`src/rtl/fmb_pkg.sv`:
```
`timescale 1ns / 1ps
`default_nettype none

package fmb_pkg;

    localparam logic [2:0] KIND_ALPHA    = 3'd0;
    localparam logic [2:0] KIND_BETA     = 3'd1;
    localparam logic [2:0] KIND_KINETIC  = 3'd2;
    localparam logic [2:0] KIND_NUCLEAR  = 3'd3;
    localparam logic [2:0] KIND_INTEGRAL = 3'd4;
    localparam logic [2:0] KIND_FINISH   = 3'd5;

    typedef struct packed {
        logic       load_we;
        logic       capture;
        logic       fin_start;
        logic       fin_rd;
        logic       int_mul;
        logic       int_acc;
        logic       fin_mul;
        logic       fin_sum;
        logic       fin_acc;
        logic       fin_en1;
        logic       fin_en2;
        logic       acc_clear;
        logic [2:0] row;
        logic [2:0] col;
        logic       last;
    } fmb_cmd_t;

    // Q.16 product of two narrow values, rounded half away from zero
    function automatic logic signed [33:0] mul_small(input logic signed [24:0] a,
                                                     input logic signed [23:0] b);
        logic [24:0] ma;
        logic [23:0] mb;
        logic [48:0] p;
        logic [33:0] r;
        ma = a[24] ? 25'(-a) : 25'(a);
        mb = b[23] ? 24'(-b) : 24'(b);
        p  = 49'(ma) * 49'(mb);
        r  = 34'((p + 49'd32768) >> 16);
        return (a[24] ^ b[23]) ? -$signed(r) : $signed(r);
    endfunction

    // combines the split partial products of a wide Q.16 product
    function automatic logic signed [63:0] big_round(input logic [48:0] hp,
                                                     input logic [56:0] lp,
                                                     input logic neg);
        logic [63:0] r;
        if (hp >= 49'h4000_0000_0000)
        begin
            r = 64'h4000_0000_0000_0000;
        end
        else
        begin
            r = (64'(hp) << 16) + 64'((lp + 57'd32768) >> 16);
            if (r > 64'h4000_0000_0000_0000)
            begin
                r = 64'h4000_0000_0000_0000;
            end
        end
        return neg ? -$signed(r) : $signed(r);
    endfunction

    function automatic logic signed [63:0] half_round(input logic signed [63:0] x);
        logic [63:0] ux;
        logic [63:0] r;
        ux = x[63] ? 64'(-x) : 64'(x);
        r  = (ux >> 1) + 64'(ux[0]);
        return x[63] ? -$signed(r) : $signed(r);
    endfunction

    function automatic logic signed [55:0] sat56(input logic signed [56:0] x);
        if (x[56] != x[55])
        begin
            return x[56] ? {1'b1, 55'd0} : {1'b0, {55{1'b1}}};
        end
        return x[55:0];
    endfunction

    function automatic logic signed [63:0] sat64(input logic signed [64:0] x);
        if (x[64] != x[63])
        begin
            return x[64] ? {1'b1, 63'd0} : {1'b0, {63{1'b1}}};
        end
        return x[63:0];
    endfunction

    function automatic logic signed [31:0] clamp32(input logic signed [57:0] x);
        if (x > 58'sh7FFF_FFFF)
        begin
            return 32'sh7FFF_FFFF;
        end
        if (x < -58'sh8000_0000)
        begin
            return -32'sh8000_0000;
        end
        return x[31:0];
    endfunction

    function automatic logic signed [47:0] clamp48(input logic signed [64:0] x);
        if (x > 65'sh7FFF_FFFF_FFFF)
        begin
            return 48'sh7FFF_FFFF_FFFF;
        end
        if (x < -65'sh8000_0000_0000)
        begin
            return -48'sh8000_0000_0000;
        end
        return x[47:0];
    endfunction

endpackage

`default_nettype wire

```
`src/rtl/fmb_ctrl.sv`:
```
`timescale 1ns / 1ps
`default_nettype none

module fmb_ctrl import fmb_pkg::*; #(
    parameter int BASIS_MAX = 8
) (
    input  wire logic       clk,
    input  wire logic       rst_n,
    input  wire logic       cfg_wr_en,
    input  wire logic [3:0] cfg_wr_data,
    input  wire logic       in_valid,
    output logic            in_ready,
    input  wire logic [2:0] kind,
    input  wire logic [2:0] index_i,
    input  wire logic [2:0] index_j,
    input  wire logic [2:0] index_k,
    input  wire logic [2:0] index_l,
    output logic            out_valid,
    input  wire logic       out_ready,
    output fmb_cmd_t        cmd
);

    typedef enum logic [3:0] {
        S_IDLE,
        S_INT_RD,
        S_INT_MUL,
        S_INT_ACC,
        S_FIN_RD,
        S_FIN_MUL,
        S_FIN_SUM,
        S_FIN_ACC,
        S_FIN_EN1,
        S_FIN_EN2,
        S_FIN_OUT
    } state_t;

    state_t     state_reg;
    logic [3:0] basis_size_reg;
    logic [2:0] row_reg, col_reg;
    logic       in_ready_reg, out_valid_reg;

    logic [3:0] n;
    logic       accept, int_ok, load_ok, is_last, row_end;

    always_comb
    begin
        if (basis_size_reg == 4'd0)
        begin
            n = 4'd1;
        end
        else if (32'(basis_size_reg) > BASIS_MAX)
        begin
            n = 4'(BASIS_MAX);
        end
        else
        begin
            n = basis_size_reg;
        end
    end

    assign accept  = in_valid && in_ready_reg;
    assign int_ok  = ({1'b0, index_i} < n) && ({1'b0, index_j} < n)
                  && ({1'b0, index_k} < n) && ({1'b0, index_l} < n);
    assign load_ok = (32'(index_i) < BASIS_MAX) && (32'(index_j) < BASIS_MAX);
    assign row_end = ({1'b0, col_reg} == n - 4'd1);
    assign is_last = row_end && ({1'b0, row_reg} == n - 4'd1);

    assign in_ready  = in_ready_reg;
    assign out_valid = out_valid_reg;

    always_comb
    begin
        cmd.load_we   = accept && (kind inside {[KIND_ALPHA:KIND_NUCLEAR]}) && load_ok;
        cmd.capture   = accept;
        cmd.fin_start = accept && (kind == KIND_FINISH);
        cmd.fin_rd    = (state_reg == S_FIN_RD);
        cmd.int_mul   = (state_reg == S_INT_MUL);
        cmd.int_acc   = (state_reg == S_INT_ACC);
        cmd.fin_mul   = (state_reg == S_FIN_MUL);
        cmd.fin_sum   = (state_reg == S_FIN_SUM);
        cmd.fin_acc   = (state_reg == S_FIN_ACC);
        cmd.fin_en1   = (state_reg == S_FIN_EN1);
        cmd.fin_en2   = (state_reg == S_FIN_EN2);
        cmd.acc_clear = (state_reg == S_FIN_OUT) && out_ready && is_last;
        cmd.row       = row_reg;
        cmd.col       = col_reg;
        cmd.last      = is_last;
    end

    always_ff @(posedge clk or negedge rst_n)
    begin
        if (!rst_n)
        begin
            state_reg      <= S_IDLE;
            basis_size_reg <= 4'd8;
            row_reg        <= '0;
            col_reg        <= '0;
            in_ready_reg   <= 1'b1;
            out_valid_reg  <= 1'b0;
        end
        else
        begin
            if (cfg_wr_en)
            begin
                basis_size_reg <= cfg_wr_data;
            end
            case (state_reg)
                S_IDLE:
                begin
                    if (accept && kind == KIND_INTEGRAL && int_ok)
                    begin
                        in_ready_reg <= 1'b0;
                        state_reg    <= S_INT_RD;
                    end
                    else if (accept && kind == KIND_FINISH)
                    begin
                        in_ready_reg <= 1'b0;
                        row_reg      <= '0;
                        col_reg      <= '0;
                        state_reg    <= S_FIN_RD;
                    end
                end
                S_INT_RD:  state_reg <= S_INT_MUL;
                S_INT_MUL: state_reg <= S_INT_ACC;
                S_INT_ACC:
                begin
                    in_ready_reg <= 1'b1;
                    state_reg    <= S_IDLE;
                end
                S_FIN_RD:  state_reg <= S_FIN_MUL;
                S_FIN_MUL: state_reg <= S_FIN_SUM;
                S_FIN_SUM: state_reg <= S_FIN_ACC;
                S_FIN_ACC:
                begin
                    if (is_last)
                    begin
                        state_reg <= S_FIN_EN1;
                    end
                    else
                    begin
                        out_valid_reg <= 1'b1;
                        state_reg     <= S_FIN_OUT;
                    end
                end
                S_FIN_EN1: state_reg <= S_FIN_EN2;
                S_FIN_EN2:
                begin
                    out_valid_reg <= 1'b1;
                    state_reg     <= S_FIN_OUT;
                end
                S_FIN_OUT:
                begin
                    if (out_ready)
                    begin
                        out_valid_reg <= 1'b0;
                        if (is_last)
                        begin
                            in_ready_reg <= 1'b1;
                            state_reg    <= S_IDLE;
                        end
                        else
                        begin
                            if (row_end)
                            begin
                                col_reg <= '0;
                                row_reg <= row_reg + 3'd1;
                            end
                            else
                            begin
                                col_reg <= col_reg + 3'd1;
                            end
                            state_reg <= S_FIN_RD;
                        end
                    end
                end
                default: state_reg <= S_IDLE;
            endcase
        end
    end

endmodule

`default_nettype wire

```
`config.mk`:
```
export PLATFORM = sky130hd
export DESIGN_NAME = fmb_ctrl
export DESIGN_NICKNAME = d
export VERILOG_FILES = /design/src/rtl/fmb_pkg.sv /design/src/rtl/fmb_ctrl.sv
export SDC_FILE = /design/constraint.sdc
export NUM_CORES = 1
export LEC_CHECK = 0
export CORE_MARGIN = 2
export CORE_UTILIZATION = 55
export DETAILED_ROUTE_END_ITERATION = 8
export DONT_BUFFER_PORTS = 1
export GPL_TIMING_DRIVEN = 0
export PLACE_DENSITY = 0.72
export SETUP_SLACK_MARGIN = 0.02
export SYNTH_ARGS = -nofsm -noshare
export SYNTH_HDL_FRONTEND = slang
export SYNTH_SLANG_ARGS = --single-unit
```
`constraint.sdc`:
```
create_clock -name clk -period 5.55 [get_ports clk]
set_input_delay 0.2775 -clock clk [delete_from_list [all_inputs] [get_ports clk]]
set_output_delay 0.2775 -clock clk [all_outputs]
set_load 0.02 [all_outputs]
```
==> summary.txt <==
Yosys
  – Yosys reg bits: 16
  – Post-synth cell types: 49
  – Syn Nets: 176
  – Cell Area, Synth: 1346 um^2
  – Syn_area_per_cell: 9.548 um^2
  – Ys Warns: 0
  – Main synth FF type: dfrtp_1
  – Register area share after synthesis: 0.2993
  – Post-Synthesis Cells: 141
  – Async set or reset register ratio after synthesis: 1.000
  – Post-synth EDFFs: 0

Setup path
  – Crit path launch type: register
  – CP Class: register to primary output
  – Slowest cell on crit path: dfrtp_1
  – Arr. time, crit path: 2640 ps
  – R2r worst-path depth: 10
  – Crit path cell chain: o21ba_4, or2_2, ha_1, xor2_1, o211ai_2, or2_1, buf_6, nor2_1
  – R2R Path End: row_reg[1]$_DFFE_PN0P_
  – CP Max Fanout: 8
  – Worst R2R Setup Slack: 3040 ps
  – Req. time, crit path: 5270 ps
  – Worst setup EP type: primary output
  – CP max stage delay: 410 ps
  – Critical R2R Launch: basis_size_reg[1]$_DFFE_PN0P_

Power
  – PD cells: 397.5 nW/um^2
  – Worst IR drop on VDD: 309.3 uV
  – Leakage power: 0.6475 nW
  – Tot Pwr: 0.5675 mW

Timing
  – Worst-margin pin slew: 760.6 ps
  – Final Setup Violations: 0
  – Final setup TNS: 0 ps
  – Max-slew violations: 0
  – Final Hold Vio Count: 0
  – Slew HR: 0.4913
  – Clk_skew: 1.345 ps
  – Tmin final: 2916 ps
  – Final Cycle Share: 0.5254
  – Max Fclk: 0.3429 GHz
  – RSZ-0062 raised after global routing: false
  – Final worst setup slack: 2634 ps

Global routing
  – Congestion Overflow GR: 0
  – Vias in the first global route: 1123
  – Initial antenna violation count: 0
  – Largest net degree at the start of global routing: 17
  – First-pass GRT wire length: 5016 um
  – GR Util All Layers: 0.2399

Floorplanning
  – Core area: 2255 um^2
  – Die Y: 53.48 um
  – Die extent in x: 53.48 um
  – Effective utilization at floorplan: 0.5971
  – IO Count: 45
  – Cell Rows: 17
  – Die area: 2860 um^2

CTS
  – Clock Latency Late Sink: 280 ps
  – Clk buf depth: 2
  – Post-CTS Hold Buffers: 1
  – Clock root buffer: clkbuf_4
  – CTS Buf Count: 3
  – PostCTS Resize Cnt: 0
  – H-tree Lvls: 1
  – Post-CTS Setup Inserts: 0
  – CTS sink cnt: 16
  – CTS tree: done
  – Worst-path clk slew: 100 ps

Route
  – Initial DRC Count: 20
  – DRC: 0
  – DR vias/cell: 6.293
  – Post-DRT Antenna Nets: 0
  – Vias: 1095
  – First-pass DRT Iterations: 4
  – Routed len/inst: 16.36 um
  – Wirelength, routed: 2847 um

Place
  – Hpwl dp: 2283 um
  – Port Buffer Count: 0
  – RD Place Congestion: 0.7990
  – Place WS: 2939 ps

Cells and area
  – Share of layout cells above drive strength 1: 0.1849
  – Nets: 182
  – Area of the multi-input gates: 869.6 um^2
  – Layout fillers: 211
  – Area grow syn2layout: 6.041%
  – Diode count: 0
  – Sequential cell area: 402.9 um^2

Min path
  – Hold EP: basis_size_reg[3]$_DFFE_PN1P_
  – Hold WC Path Type: input port to register
  – Hold Path Depth: 1
  – Hold path startpoint: cfg_wr_en

Flow run
  – Max-cap violations: 0

Status
  – Status: completed
-- stage by stage --
| step | hold WS [ps] | cells | cell area, um^2 | utilization |
|---|---|---|---|---|
| global route | 76.44 | 174 | 1428 | 0.6332 |
| detailed placement | -17.74 | 169 | 1381 | 0.6127 |
| finish | 65.40 | 174 | 1428 | 0.6332 |
| global placement | -17.74 | 169 | 1381 | 0.6127 |
| floorplan | -18.09 | 141 | 1346 | - |
| CTS | 53.84 | 174 | 1428 | 0.6332 |
-- report_power, final --
part / leakage (nW) / switching (mW) / internal, mW
clock network: 0.0210 / 0.0367 / 0.0398
registers: 0.200 / 0.0470 / 0.148
logic: 0.427 / 0.179 / 0.117
-- cells in the mapped netlist (2+ instances only) --
library cell,n,area share
nand2_1,10,0.028
a22o_1,2,0.013
o21ai_0,8,0.030
o211a_1,2,0.015
o211ai_1,2,0.011
a21o_1,2,0.011
xor2_1,2,0.013
o21a_1,4,0.022
buf_6,2,0.017
clkbuf_1,2,0.0056
dfstp_2,2,0.039
nor3_1,8,0.030
inv_2,2,0.0056
nand3_1,2,0.0074
a21oi_1,5,0.019
nand4b_1,2,0.013
nand2b_1,4,0.019
and2_1,2,0.0093
inv_1,3,0.0084
nor4_4,2,0.032
buf_2,2,0.0074
a211oi_1,2,0.011
buf_4,2,0.011
mux2_2,4,0.033
a221oi_2,2,0.022
xnor3_1,2,0.033
ha_1,11,0.10
o211ai_2,2,0.019
dfrtp_1,14,0.26
nor2b_1,3,0.014
nor2_1,11,0.031
-- layer usage --
layer / vias up / track usage / share of wire
li1: 534 / - / -
met5: - / 0 / 0
met2: 39 / 0.3827 / 0.44
met4: 0 / 0.06410 / 0.0060
met1: 520 / 0.3333 / 0.48
met3: 2 / 0.03955 / 0.073
-- placed cells by master, fill, tap and decap left out, types with 3 or more instances in the layout --
cell type / instances
a21oi_1: 5
clkbuf_4: 3
dfrtp_1: 14
ha_1: 11
inv_1: 3
mux2_2: 4
nand2_1: 10
nand2b_1: 4
nor2_1: 11
nor2b_1: 3
nor3_1: 8
o21a_1: 4
o21ai_0: 8
-- final cells by class --
class	count	area share
Multi-Input combinational cell	112	0.6091
Sequential cell	16	0.2822
Buffer	8	0.03856
Clock buffer	4	0.02542
Tap cell	28	0.02454
Inverter	5	0.01315
Timing Repair Buffer	1	0.007011
-- worst max-delay path: cells and delay by family (launching register included) --
kind | cells | cell delay (ps)
fa+ha+maj | 1 | 330
compound gates | 2 | 410
xor+xnor | 1 | 240
flops | 1 | 410
buf+inv | 1 | 140
simple gates | 3 | 830
-- cell families after synthesis --
logic type               after synthesis  synth area share
AND/OR/NAND/NOR                       51            0.2194
multiplexers                           4           0.03345
flip-flops                            16            0.2993
XOR/XNOR                               4           0.04647
AO/OA/AOI/OAI                         42            0.2444
adder cells (fa/ha/maj)               11            0.1022
buffers and inverters                 13           0.05483
-- how the worst max path moves through the flow --
stage                             startpoint     end  slack, ps
3_3_place_gp   basis_size_reg[1]$_DFFE_PN0P_  cmd[7]       2980
6_report       basis_size_reg[1]$_DFFE_PN0P_  cmd[7]       2630
3_5_place_dp   basis_size_reg[1]$_DFFE_PN0P_  cmd[7]       2940
5_1_grt        basis_size_reg[1]$_DFFE_PN0P_  cmd[7]       2470
4_1_cts        basis_size_reg[1]$_DFFE_PN0P_  cmd[7]       2610
2_1_floorplan  basis_size_reg[1]$_DFFE_PN0P_  cmd[7]       3070
(Power assumes the default switching activity.)
